`config.mk`:
```
export PLATFORM = sky130hd
export DESIGN_NAME = rds_group_text_decoder
export DESIGN_NICKNAME = d
export VERILOG_FILES = /design/src/rtl/core/rgtd_pkg.sv /design/src/rtl/core/rgtd_text_mem.sv /design/src/rtl/core/rgtd_group_proc.sv /design/src/rtl/core/rds_group_text_decoder.sv
export SDC_FILE = /design/constraint.sdc
export NUM_CORES = 1
export LEC_CHECK = 0
export BUFFER_PORTS_ARGS = -buffer_cell sky130_fd_sc_hd__buf_2
export CAP_MARGIN = 0
export CORE_MARGIN = 2
export CORE_UTILIZATION = 30
export CTS_BUF_LIST = sky130_fd_sc_hd__clkbuf_4 sky130_fd_sc_hd__clkbuf_8
export CTS_CLUSTER_SIZE = 40
export DETAILED_ROUTE_END_ITERATION = 10
export PLACE_DENSITY_LB_ADDON = 0.25
export SLEW_MARGIN = 40
export SYNTH_ARGS = -nofsm -noshare
export SYNTH_HDL_FRONTEND = slang
export SYNTH_SLANG_ARGS = --single-unit
```
`constraint.sdc`:
```
create_clock -name clk -period 5.3 [get_ports clk]
set_clock_uncertainty 0.2 [all_clocks]
set_input_delay 0.795 -clock clk [delete_from_list [all_inputs] [get_ports clk]]
set_output_delay 0.795 -clock clk [all_outputs]
set_load 0.05 [all_outputs]
```
`src/rtl/core/rgtd_pkg.sv`:
```
package rgtd_pkg;

    // Text store geometry: four characters per row
    localparam int TEXT_ROWS  = 16;
    localparam int ROW_CHARS  = 4;
    localparam int NAME_CHARS = 8;

    // Group types handled
    localparam logic [3:0] GT_NAME = 4'h0;
    localparam logic [3:0] GT_TEXT = 4'h2;

    // Result status codes
    typedef enum logic [2:0] {
        ST_NO_SYNC,
        ST_DUP,
        ST_NAME,
        ST_TEXT,
        ST_OTHER,
        ST_READ
    } status_t;

    typedef logic [ROW_CHARS-1:0][6:0] text_row_t;

    typedef struct packed {
        logic        req_type;
        logic        group_sync;
        logic [15:0] block_a;
        logic [15:0] block_b;
        logic [15:0] block_c;
        logic [15:0] block_d;
        logic        read_store;
        logic [5:0]  read_index;
    } item_t;

    typedef struct packed {
        status_t     status;
        logic [5:0]  write_position;
        logic [7:0]  char_one;
        logic [7:0]  char_two;
        logic [7:0]  char_three;
        logic [7:0]  char_four;
        logic        text_cleared;
        logic        name_ready;
    } result_t;

    // Write command toward the text store
    typedef struct packed {
        logic      en;
        logic      clear;
        logic [3:0] row;
        text_row_t data;
    } text_wr_t;

    // Character set map for bytes 0x7F..0x9E
    localparam logic [7:0] CODE_MAP [32] = '{
        8'hE0, 8'h85, 8'h82, 8'h8A, 8'hE1, 8'h8D, 8'hE2, 8'h95,
        8'hE3, 8'h97, 8'h9C, 8'h80, 8'h20, 8'h00, 8'hE9, 8'h20,
        8'h83, 8'h84, 8'h88, 8'h89, 8'h86, 8'h8B, 8'h93, 8'h94,
        8'h96, 8'h81, 8'h9B, 8'h87, 8'h20, 8'h20, 8'h20, 8'h20
    };

    function automatic logic [7:0] convert_char(input logic [7:0] b);
        logic [7:0] off;
        off = b - 8'h7F;
        if (b < 8'h7F)
            return b;
        else if (b <= 8'h9E)
            return CODE_MAP[off[4:0]];
        else
            return 8'h20;
    endfunction

    function automatic logic printable(input logic [7:0] c);
        return (c >= 8'h20) && (c <= 8'h7E);
    endfunction

endpackage

```
`src/rtl/core/rgtd_text_mem.sv`:
```
module rgtd_text_mem (
    input  logic              clk,
    input  logic              rst_n,
    input  logic              rd_en,
    input  logic [3:0]        rd_row,
    input  rgtd_pkg::text_wr_t wr,
    output rgtd_pkg::text_row_t rd_data
);
    import rgtd_pkg::*;

    text_row_t              mem [TEXT_ROWS];
    text_row_t              rd_word_reg;
    logic                   rd_ok_reg;
    logic [TEXT_ROWS-1:0]   valid_reg;
    logic [TEXT_ROWS-1:0]   valid_next;

    // Drop all rows on clear, then mark the written row
    always_comb
    begin
        valid_next = wr.clear ? '0 : valid_reg;
        if (wr.en)
            valid_next[wr.row] = 1'b1;
    end

    always_ff @(posedge clk or negedge rst_n)
    begin
        if (!rst_n)
        begin
            valid_reg <= '0;
            rd_ok_reg <= 1'b0;
        end
        else
        begin
            valid_reg <= valid_next;
            if (rd_en)
                rd_ok_reg <= valid_next[rd_row];
        end
    end

    // Write one row; read with bypass of a same-cycle write
    always_ff @(posedge clk)
    begin
        if (wr.en)
            mem[wr.row] <= wr.data;
        if (rd_en)
            rd_word_reg <= (wr.en && (wr.row == rd_row)) ? wr.data : mem[rd_row];
    end

    // Rows never written since the last clear read as zero
    assign rd_data = rd_ok_reg ? rd_word_reg : '0;

    a_write_sets_valid: assert property (@(posedge clk) disable iff (!rst_n)
        wr.en |=> valid_reg[$past(wr.row)])
        else $error("written text row not marked valid");

endmodule

```
`src/rtl/core/rgtd_group_proc.sv`:
```
module rgtd_group_proc (
    input  logic                clk,
    input  logic                rst_n,
    input  logic                advance,
    input  rgtd_pkg::item_t     item,
    input  rgtd_pkg::text_row_t text_word,
    output rgtd_pkg::result_t   res,
    output rgtd_pkg::text_wr_t  wr
);
    import rgtd_pkg::*;

    logic [63:0] last_reg;
    logic [63:0] last_next;
    logic [7:0]  name_reg  [NAME_CHARS];
    logic [7:0]  name_next [NAME_CHARS];
    logic        ab_reg;
    logic        ab_next;
    logic [63:0] grp;
    logic [2:0]  npos;
    logic [7:0]  c1;
    logic [7:0]  c2;
    logic [6:0]  tchar;
    text_wr_t    wr_cmd;

    assign grp = {item.block_a, item.block_b, item.block_c, item.block_d};
    assign npos = {item.block_b[1:0], 1'b0};
    assign c1 = convert_char(item.block_d[15:8]);
    assign c2 = convert_char(item.block_d[7:0]);
    assign tchar = text_word[item.read_index[1:0]];

    // Decode one word against the stored state
    always_comb
    begin
        res = '0;
        wr_cmd = '0;
        last_next = last_reg;
        ab_next = ab_reg;
        name_next = name_reg;
        if (item.req_type)
        begin
            res.status = ST_READ;
            if (!item.read_store)
                res.char_one = (item.read_index[5:3] == 3'd0) ?
                               name_reg[item.read_index[2:0]] : 8'h00;
            else
                res.char_one = (tchar == 7'd0) ? 8'h20 : {1'b0, tchar};
        end
        else if (!item.group_sync)
            res.status = ST_NO_SYNC;
        else if (grp == last_reg)
            res.status = ST_DUP;
        else
        begin
            last_next = grp;
            unique case (item.block_b[15:12])
                GT_NAME:
                begin
                    name_next[npos] = c1;
                    name_next[{item.block_b[1:0], 1'b1}] = c2;
                    res.status = ST_NAME;
                    res.write_position = {3'd0, npos};
                    res.char_one = c1;
                    res.char_two = c2;
                end
                GT_TEXT:
                begin
                    if (item.block_b[4] != ab_reg)
                    begin
                        ab_next = item.block_b[4];
                        wr_cmd.clear = 1'b1;
                        res.text_cleared = 1'b1;
                    end
                    wr_cmd.en = 1'b1;
                    wr_cmd.row = item.block_b[3:0];
                    wr_cmd.data[0] = item.block_c[14:8];
                    wr_cmd.data[1] = item.block_c[6:0];
                    wr_cmd.data[2] = item.block_d[14:8];
                    wr_cmd.data[3] = item.block_d[6:0];
                    res.status = ST_TEXT;
                    res.write_position = {item.block_b[3:0], 2'b00};
                    res.char_one = {1'b0, item.block_c[14:8]};
                    res.char_two = {1'b0, item.block_c[6:0]};
                    res.char_three = {1'b0, item.block_d[14:8]};
                    res.char_four = {1'b0, item.block_d[6:0]};
                end
                default:
                    res.status = ST_OTHER;
            endcase
        end
        res.name_ready = printable(name_next[0]) && printable(name_next[1]) &&
                         printable(name_next[2]) && printable(name_next[3]);
    end

    // Touch the text store only when the word moves on
    always_comb
    begin
        wr = wr_cmd;
        wr.en = wr_cmd.en & advance;
        wr.clear = wr_cmd.clear & advance;
    end

    always_ff @(posedge clk or negedge rst_n)
    begin
        if (!rst_n)
        begin
            last_reg <= '0;
            ab_reg <= 1'b0;
            for (int i = 0; i < NAME_CHARS; i++)
                name_reg[i] <= '0;
        end
        else if (advance)
        begin
            last_reg <= last_next;
            ab_reg <= ab_next;
            name_reg <= name_next;
        end
    end

    a_clear_with_write: assert property (@(posedge clk) disable iff (!rst_n)
        wr.clear |-> wr.en)
        else $error("text clear without a text write");

    a_flag_follows_clear: assert property (@(posedge clk) disable iff (!rst_n)
        wr.clear |=> ab_reg != $past(ab_reg))
        else $error("A/B flag did not toggle on clear");

endmodule

```
`src/rtl/core/rds_group_text_decoder.sv`:
```
// Channel   Dir  Handshake        tuser                           tdata
// s_*       in   tvalid/tready    req_type, group_sync, read_store  blocks a..d, read_index
// m_*       out  tvalid/tready    status                          position, chars, flags
//
// One word in, one word out; a new word is taken every cycle while the output is not stalled.
// A word passes the input register, then is decoded into the output register.
// The text store is a 16-row memory whose read is issued when the word is taken.
// Reset empties both stages and clears the name store, last group and text rows.
// A stalled output holds its word; the input stage still takes one more word.
module rds_group_text_decoder (
    input  logic        clk,
    input  logic        rst_n,
    input  logic        s_tvalid,
    output logic        s_tready,
    // [15:0] block_a, [31:16] block_b, [47:32] block_c, [63:48] block_d,
    // [69:64] read_index, [71:70] zero
    input  logic [71:0] s_tdata,
    // [0] req_type, [1] group_sync, [2] read_store
    input  logic [2:0]  s_tuser,
    output logic        m_tvalid,
    input  logic        m_tready,
    // [5:0] write_position, [13:6] char_one, [21:14] char_two,
    // [29:22] char_three, [37:30] char_four, [38] text_cleared, [39] name_ready
    output logic [39:0] m_tdata,
    // [2:0] status
    output logic [2:0]  m_tuser
);
    import rgtd_pkg::*;

    logic      in_valid_reg;
    logic      in_valid_next;
    item_t     in_item_reg;
    item_t     in_item_next;
    logic      out_valid_reg;
    logic      out_valid_next;
    logic [39:0] out_data_reg;
    logic [2:0]  out_user_reg;
    logic      accept;
    logic      advance;
    result_t   res;
    text_wr_t  wr;
    text_row_t text_word;

    // Move stage one forward when the output is free or being taken
    assign advance = in_valid_reg && (!out_valid_reg || m_tready);
    assign s_tready = !in_valid_reg || advance;
    assign accept = s_tvalid && s_tready;

    always_comb
    begin
        in_item_next.req_type = s_tuser[0];
        in_item_next.group_sync = s_tuser[1];
        in_item_next.read_store = s_tuser[2];
        in_item_next.block_a = s_tdata[15:0];
        in_item_next.block_b = s_tdata[31:16];
        in_item_next.block_c = s_tdata[47:32];
        in_item_next.block_d = s_tdata[63:48];
        in_item_next.read_index = s_tdata[69:64];
        in_valid_next = accept ? 1'b1 : (advance ? 1'b0 : in_valid_reg);
        out_valid_next = advance ? 1'b1 : (m_tready ? 1'b0 : out_valid_reg);
    end

    rgtd_text_mem u_text_mem (
        .clk     (clk),
        .rst_n   (rst_n),
        .rd_en   (accept),
        .rd_row  (s_tdata[69:66]),
        .wr      (wr),
        .rd_data (text_word)
    );

    rgtd_group_proc u_group_proc (
        .clk       (clk),
        .rst_n     (rst_n),
        .advance   (advance),
        .item      (in_item_reg),
        .text_word (text_word),
        .res       (res),
        .wr        (wr)
    );

    always_ff @(posedge clk or negedge rst_n)
    begin
        if (!rst_n)
        begin
            in_valid_reg <= 1'b0;
            out_valid_reg <= 1'b0;
        end
        else
        begin
            in_valid_reg <= in_valid_next;
            out_valid_reg <= out_valid_next;
        end
    end

    // Capture input and result words
    always_ff @(posedge clk)
    begin
        if (accept)
            in_item_reg <= in_item_next;
        if (advance)
        begin
            out_user_reg <= res.status;
            out_data_reg <= {res.name_ready, res.text_cleared, res.char_four,
                             res.char_three, res.char_two, res.char_one,
                             res.write_position};
        end
    end

    assign m_tvalid = out_valid_reg;
    assign m_tdata = out_data_reg;
    assign m_tuser = out_user_reg;

    a_ready_when_empty: assert property (@(posedge clk) disable iff (!rst_n)
        !in_valid_reg |-> s_tready)
        else $error("input stage empty but not ready");

    a_advance_fills_output: assert property (@(posedge clk) disable iff (!rst_n)
        advance |=> out_valid_reg)
        else $error("advanced word lost");

    a_cleared_only_on_text: assert property (@(posedge clk) disable iff (!rst_n)
        (m_tvalid && m_tdata[38]) |-> (m_tuser == ST_TEXT))
        else $error("text_cleared on a non-text result");

endmodule

```
# Word level (Yosys, flattened, before mapping)
# Memories as Yosys holds them, arrays and structs flattened. A register that Yosys moved wholly into a read port is not among the register bits.
# Cells that the tools add are included.
# op_classes
addsub	2
muxes	52
bitwise	12
order_cmp	23
reduce_logical	26
n_eq_ne	3
# ops
op	n
$mux W64	4
$mux W34	4
$bwmux W64	2
$mux W8	15
$mux W33	2
$eq A64 B64 Y1	1
$demux W8 S3	2
$mux W16	3
$pmux W22 S2	1
$ge A8 B6 Y1 const B	4
$le A8 B7 Y1 const B	4
$mux W28	1
$bmux W8 S3	1
$le A8 B8 Y1 const B	2
$lt A8 B7 Y1 const B	2
$or A16 B16 Y16	1
$bmux W7 S2	1
$mux W7	2
$ge A4 B4 Y1 const B	3
$ge A6 B6 Y1 const B	2
$logic_and A1 B1 Y1	12
$not A3 Y4	3
$not A5 Y6	2
$lt A4 B5 Y1 const B	2
other kinds (24)	42
# word_totals
mem_bits_ro	512
reg_bits	264
ram_bits	448
wordCells	148
input_bits	79
memories	3
# memory_table
memory	words	width	read_ports	rd_ports_with_merged_regs	wr	line_no	source
u_text_mem.mem	16	28	1	1	1	rgtd_text_mem.sv:11	text_row_t mem [TEXT_ROWS];
(no name shown)	32	8	1	0	0	rgtd_pkg.sv:68	return CODE_MAP[off[4:0]];
(no name shown)	32	8	1	0	0	rgtd_pkg.sv:68	

# Longest topological paths before layout
# Gate-level depths: netlist (run 1).
# logic_depth
depth_word	18
mapped_depth	13
ltp_nobuf	12

# Hierarchy
# A second synthesis (run 1) with hierarchy kept.
# unflattened
hier_cells	1738
hier_area_um2	31450.2
# modules_own_cells
mod	area_per_inst_um2	n_inst	cells_each
rgtd_text_mem	19113.3	1	807
rgtd_group_proc	8749.6	1	807
rds_group_text_decoder	3587.2	1	124

# Least setup slack after synthesis (run 1)
# No wires, ideal clock.
# synth_timing
kind	input to register
startpoint	in m_tready
endpoint	mem u_text_mem.mem[15][0] (netlist bit) (enable)
setup_time_ns	0.487
t_required_ns	4.613
arrival_time_ns	5.056
path_stages	5
setup_slack_ns	-0.443
n_path_buf	0
cell_sequence	nand2b_1 -> nand2_1 -> inv_1 -> nand3_4 -> nor4_1
# synth_via
elab_chain_cells	5
# synth_rtl
item	line_no	source
from (decl)	rds_group_text_decoder.sv:21	input logic m_tready,
$logic_or A1 B1 Y1	rds_group_text_decoder.sv:45	assign advance = in_valid_reg && (!out_valid_reg || m_tready);
$logic_and A1 B1 Y1	rds_group_text_decoder.sv:45	
via advance	rds_group_text_decoder.sv:39	logic advance;
$and A1 B1 Y1	rgtd_group_proc.sv:98	wr.en = wr_cmd.en & advance;
$mux W1	rgtd_text_mem.sv:43	if (wr.en)
$mux W1 (not written as such)	rgtd_text_mem.sv:44	mem[wr.row] <= wr.data;
to (decl)	rgtd_text_mem.sv:11	
# The timed path passes the listed nets, and every way through them passes these cells.

==> run_results.csv, run 1 <==
group,metric,value,unit
route,post_drt_wl_per_cell,23.6,µm
setup_path,cp.arrival,4630,ps
timing,slew_viol_final,0,
synthesis,synth-seq-cells,737,
timing,finalCritPeriodShare,80.1,%
synthesis,synth_edf_count,589,
synthesis,synth_area,30800,µm²
timing,fin_crit,4240,ps
final_layout,final_common_cell,"edfxtp_1",
timing,hold_viol,0,
power,p_leak,14.0,nW
final_layout,area_delta_synth_final,19.2,%
final_layout,nets,2152,
synthesis,netlist_top_cells_area,"edfxtp_1 (57%), dfrtp_1 (12%), mux4_2 (12%)",
final_layout,drive_above_1_share,32.7,%
floorplan,fp.dieW,325,µm
synthesis,ys_seq_area_share,69.4,%
floorplan,num_rows,117,
final_layout,layout_common_cells,"edfxtp_1 (589), mux4_2 (163), dfrtp_1 (148)",
floorplan,fp.dieH,325,µm
clock_tree,cts_tree,"built",
route,via_per_inst,4.93,
synthesis,yosys_warnings,0,
final_layout,final_cell_area,36700,µm²
synthesis,syn_area_per_cell,17.3,µm²
global_routing,grt_pass1_vias,18131,
timing,tns,0,ps
timing,timing.fmax,236,MHz
route,first_iter_violations,1559,
route,wirelength,83400,µm
timing,tightest_slew,847,ps
clock_tree,ctsHoldBuffers,68,
clock_tree,post-cts-setup-buffer-count,0,
setup_path,crit_type,"register to register",
clock_tree,htree_levels,4,
power,power.density,353,nW/µm²
route,post-route-drc-count,0,
global_routing,grt_overflow,0,
clock_tree,cts_resized,0,
worst_hold_path,hold_class,"input pin to register",
floorplan,coreArea,102000,µm²
placement,io_buffers,118,
timing,holdWs,78.5,ps
final_layout,nFillCells,9618,
global_routing,grt_start_max_net_pins,125,
clock_tree,cts_inserted_buffers,132,
global_routing,grtUsageTotal,15.7,%
outcome,outcome,"completed",
global_routing,grt_pass1_wl,122000,µm
placement,postPlaceCellArea,33400,µm²
floorplan,start_util,30.3,%
clock_tree,clkTransAtPathRegs,60,ps
setup_path,critPathLaunchType,"register",
synthesis,yosysTopAreaCell,"edfxtp_1",
clock_tree,cts_max_path_buffers,3,
route,via_count,17411,
final_layout,largest_reg_flops,448,
synthesis,ys.flop_type,"edfxtp_1",
route,ant_nets,0,
timing,setup_violations,0,
floorplan,dieArea,105000,µm²
floorplan,ios,124,
clock_tree,cts.sinks,737,
clock_tree,clkLatencyLatePin,780,ps
route,first_pass_iters,5,
setup_path,endpoint_kind,"register",
synthesis,synth.distinct_cells,86,
final_layout,utilization,36.0,%
setup_path,critPathMaxFanout,16,
timing,rsz0062_at_grt,"no",
synthesis,synthArstFlopShare,20.1,%
run,cap_violations,0,
clock_tree,cts-root-buf,"clkbuf_8",
setup_path,required,5680,ps
placement,dp_hpwl,48000,µm
global_routing,antenna_found_initial,6,
synthesis,synth_top_area_share,57.4,%
power,ir_worst_vdd,0.000224,V
placement,gp_congestion,0.878,
timing,slew-limit-headroom,43.3,%
synthesis,syn-instance-count,1781,
==> synth_stat cells (all sizes together) (12+ instances only) <==
cell,count
a21o,13
inv,31
dfrtp,148
mux2i,13
xnor2,74
mux4,163
a21oi,35
nor2,51
ha,14
nand3,23
edfxtp,589
nor4,12
clkbuf,56
nor3,30
mux2,91
o21ai,90
buf,51
and2,21
nand4,25
nand2,128
==> path summary, 6_finish.rpt <==
check	startpoint	end	slack [ps]	depth (start not counted)
min reg2reg	u_text_mem.valid_reg[13]	u_text_mem.valid_reg[13]	260	2
min in group asynchronous	rst_n	u_group_proc.name_reg[53]	250	2
max	in_item_reg[7]	m_tdata[39]	1060	9
max in group asynchronous	rst_n	u_group_proc.last_reg[60]	3560	4
max reg2reg	in_item_reg[7]	m_tdata[39]	1060	9
min	s_tdata[64]	in_item_reg[0]	80	1
==> report_power, final <==
part	switching [mW]	internal (mW)	total (mW)
registers	0.168	6.45	6.61
clock network	2.37	2.91	5.28
logic	0.583	0.469	1.05
total	3.12	9.82	12.9
==> kinds of logic after synthesis <==
| logic type | synth area share (%) |
|---|---|
| buffers and inverters | 1.96 |
| other | 0.0122 |
| multiplexers | 15.7 |
| flip-flops | 69.4 |
| AND/OR/NAND/NOR | 5.37 |
| AO/OA/AOI/OAI | 4.52 |
| adder cells (fa/ha/maj) | 0.633 |
| XOR/XNOR | 2.44 |
==> worst max-delay path, cell delays in order, from the launching register on <==
cell and delay, ps:
edfxtp_1 760, inv_1 470, ha_1 400, o311ai_2 300, o21ai_2 180, o21ai_0 190
a2bb2oi_1 740, nor3_1 160, a31o_1 270, nor4b_2 360
==> stage by stage <==
step	power [mW]	instances	worst slack, ps
after detailed placement	7.75	3222	1100
after CTS	13.1	3529	1070
after global routing	13.5	3532	841
after global placement	7.72	3220	1140
final	12.9	3533	1060
after floorplan	7.40	1783	167
==> layer usage <==
layer	GRT usage, %	vias to the layer above	routed length, µm
li1	-	7563	-
met1	21.4	9132	36900
met2	25.0	592	39800
met3	3.38	122	4740
met4	5.09	2	1900
met5	0	-	13
==> area by class of cell <==
cell class              instances  area (µm²)  share of cell area, %
repair buffers                249        1870                   5.10
diodes                          1        2.50                0.00681
well taps                    1368        1710                   4.66
clock inverters                44         292                  0.794
multi-input cells             908        8990                   24.5
clock buffers                 195        2350                   6.39
flip-flops and latches        737       21400                   58.2
inverters                      31         116                  0.317
Power figures use the tool's default switching activity.
==> run 2, diff against run 1 <==
- clock period: 5.3 -> 3.6 ns (I/O delays scaled with it)
==> run 2 against run 1 <==
Net effect:
- combinational power up 58%
- first-iteration DRC count down 3.7%
- critical endpoint unchanged
- final area up 2.3%
- cell count up 1.8%
- global-route usage up 0.33 points
- register-to-register slack worse by 920 ps
- setup slack worse by 920 ps
- core utilization up 0.84 points
- via count up 1.4%
==> run_results.csv, run 2 (synthesized netlist as in run 1, its figures left out) <==
group,metric,value,unit
outcome,outcome,"completed",
timing,slew-limit-headroom,47.3,%
clock_tree,htree_levels,3,
final_layout,nets,2222,
clock_tree,post-cts-setup-buffer-count,0,
route,ant_nets,0,
power,p_seq_share,51.3,%
run,cap_violations,0,
timing,fin_crit,3470,ps
route,first_pass_iters,7,
global_routing,grt_overflow,0,
global_routing,grt_pass1_vias,18328,
setup_path,crit_type,"register to register",
placement,io_buffers,118,
setup_path,cp.arrival,3780,ps
power,p_leak,14.4,nW
final_layout,utilization,36.9,%
final_layout,multi_input_area,9020,µm²
final_layout,largest_reg_flops,448,
clock_tree,cts_tree,"built",
final_layout,nFillCells,9534,
timing,finalCritPeriodShare,96.3,%
final_layout,area_delta_synth_final,21.9,%
worst_hold_path,hold_class,"input pin to async pin",
route,met1_length,38500,µm
route,post_drt_wl_per_cell,23.6,µm
final_layout,drive_above_1_share,34.3,%
power,p_sw_share,24.0,%
placement,dp_hpwl,53600,µm
setup_path,worst-path-buf-inv,1,
clock_tree,cts-root-buf,"clkbuf_8",
global_routing,grt_start_max_net_pins,67,
setup_path,slowest_delay,540,ps
floorplan,start_util,30.3,%
timing,timing.fmax,289,MHz
timing,setup_violations,0,
power,p_int,14.4,mW
setup_path,crit_path_top_delay_cell,"edfxtp_1",
route,wl_met3,3880,µm
placement,dp.cells,3299,
route,post-route-drc-count,0,
global_routing,antenna_found_initial,1,
global_routing,grt_pass1_wl,126000,µm
setup_path,path_cells,"buf_4 -> nand3_1 -> xor2_1 -> mux2_1 -> a211o_1 -> a32oi_2 -> nor2_1 -> nand4b_1 -> o41ai_1 -> nor4b_2",
timing,rsz0062_at_grt,"no",
global_routing,grtUsageTotal,16.0,%
clock_tree,cts.sinks,737,
floorplan,dieArea,105000,µm²
final_layout,finalNonFillerCells,3598,
floorplan,num_rows,117,
power,ir_worst_vdd,0.000332,V
route,via_per_inst,4.90,
final_layout,regArea,21400,µm²
clock_tree,clkTransAtPathRegs,60,ps
route,wirelength,85100,µm
clock_tree,clkLatencyLatePin,750,ps
final_layout,antennaDiodeCount,0,
route,route.met2.wl,41000,µm
floorplan,fp.dieW,325,µm
setup_path,r2r_slack,130,ps
route,highest_layer,"met5",
timing,hold_viol,0,
setup_path,critPathMaxFanout,11,
timing,slew_viol_final,0,
power,power.density,503,nW/µm²
setup_path,required,3920,ps
power,pwr-share-comb,8.7,%
floorplan,coreArea,102000,µm²
final_layout,layout_common_cells,"edfxtp_1 (589), mux4_2 (163), dfrtp_1 (147)",
placement,gp_congestion,0.880,
floorplan,ios,124,
setup_path,cp_top_family,"simple AND/OR/NAND/NOR gates",
power,switching_power,4.55,mW
setup_path,critPathLaunchType,"register",
clock_tree,cts_max_path_buffers,3,
floorplan,fp.dieH,325,µm
final_layout,final_common_cell,"edfxtp_1",
power,clockPowerShare,39.9,%
route,via_count,17647,
timing,tightest_slew,785,ps
clock_tree,cts_inserted_buffers,121,
route,first_iter_violations,1502,
setup_path,endpoint_kind,"register",
run 2: stage by stage:
step | setup WS (ps) | hold WS, ps | total power, mW | setup TNS, ps | area [µm²]
detailed placement | 137 | 246 | 11.5 | 0 | 34300
floorplan | -33.3 | 44.4 | 10.9 | -33.3 | 30900
finish | 135 | 185 | 18.9 | 0 | 37600
CTS | 82.1 | 198 | 19.1 | 0 | 37600
global route | 8.66 | 223 | 19.7 | 0 | 37600
global placement | 173 | 240 | 11.5 | 0 | 34200
run 2: final timing paths:
check | startpoint | to | depth (start not counted)
max | in_item_reg[16] | m_tdata[39] | 10
min | rst_n | u_group_proc.name_reg[56] | 2
max reg2reg | in_item_reg[16] | m_tdata[39] | 10
min reg2reg | u_text_mem.valid_reg[9] | u_text_mem.valid_reg[9] | 2
max in group asynchronous | rst_n | u_text_mem.valid_reg[10] | 3
min in group clk | s_tdata[68] | in_item_reg[4] | 2
run 2: cell type report:
type                       count  area share (%)
sequential                   737            56.9
clock inverter                60            1.24
inverter                      31           0.320
clock buffer                 164            5.46
tap                         1368            4.55
multi-input combinational    908            24.0
timing repair buffer         330            7.50
run 2: power by group through the flow:
| stage | Combinational (mW) | Clock (mW) | Sequential, mW |
|---|---|---|---|
| 2_1_floorplan | 0.960 | 0 | 9.94 |
| 3_3_place_gp | 1.58 | 0 | 9.87 |
| 3_5_place_dp | 1.60 | 0 | 9.89 |
| 4_1_cts | 1.67 | 7.76 | 9.72 |
| 5_1_grt | 1.79 | 8.13 | 9.75 |
| 6_report | 1.66 | 7.55 | 9.71 |
run 2: timing repair:
item	CTS	global route
hold buffers	74	0
endpoints found under the hold margin	134	0
endpoints found under the setup margin	0	1
resized for setup	0	4
run 2: per-layer routing:
metal	vias to the layer above	track usage (%)
met5	-	0
met4	2	3.75
met3	117	2.81
met2	486	26.0
met1	9332	22.5
li1	7710	-
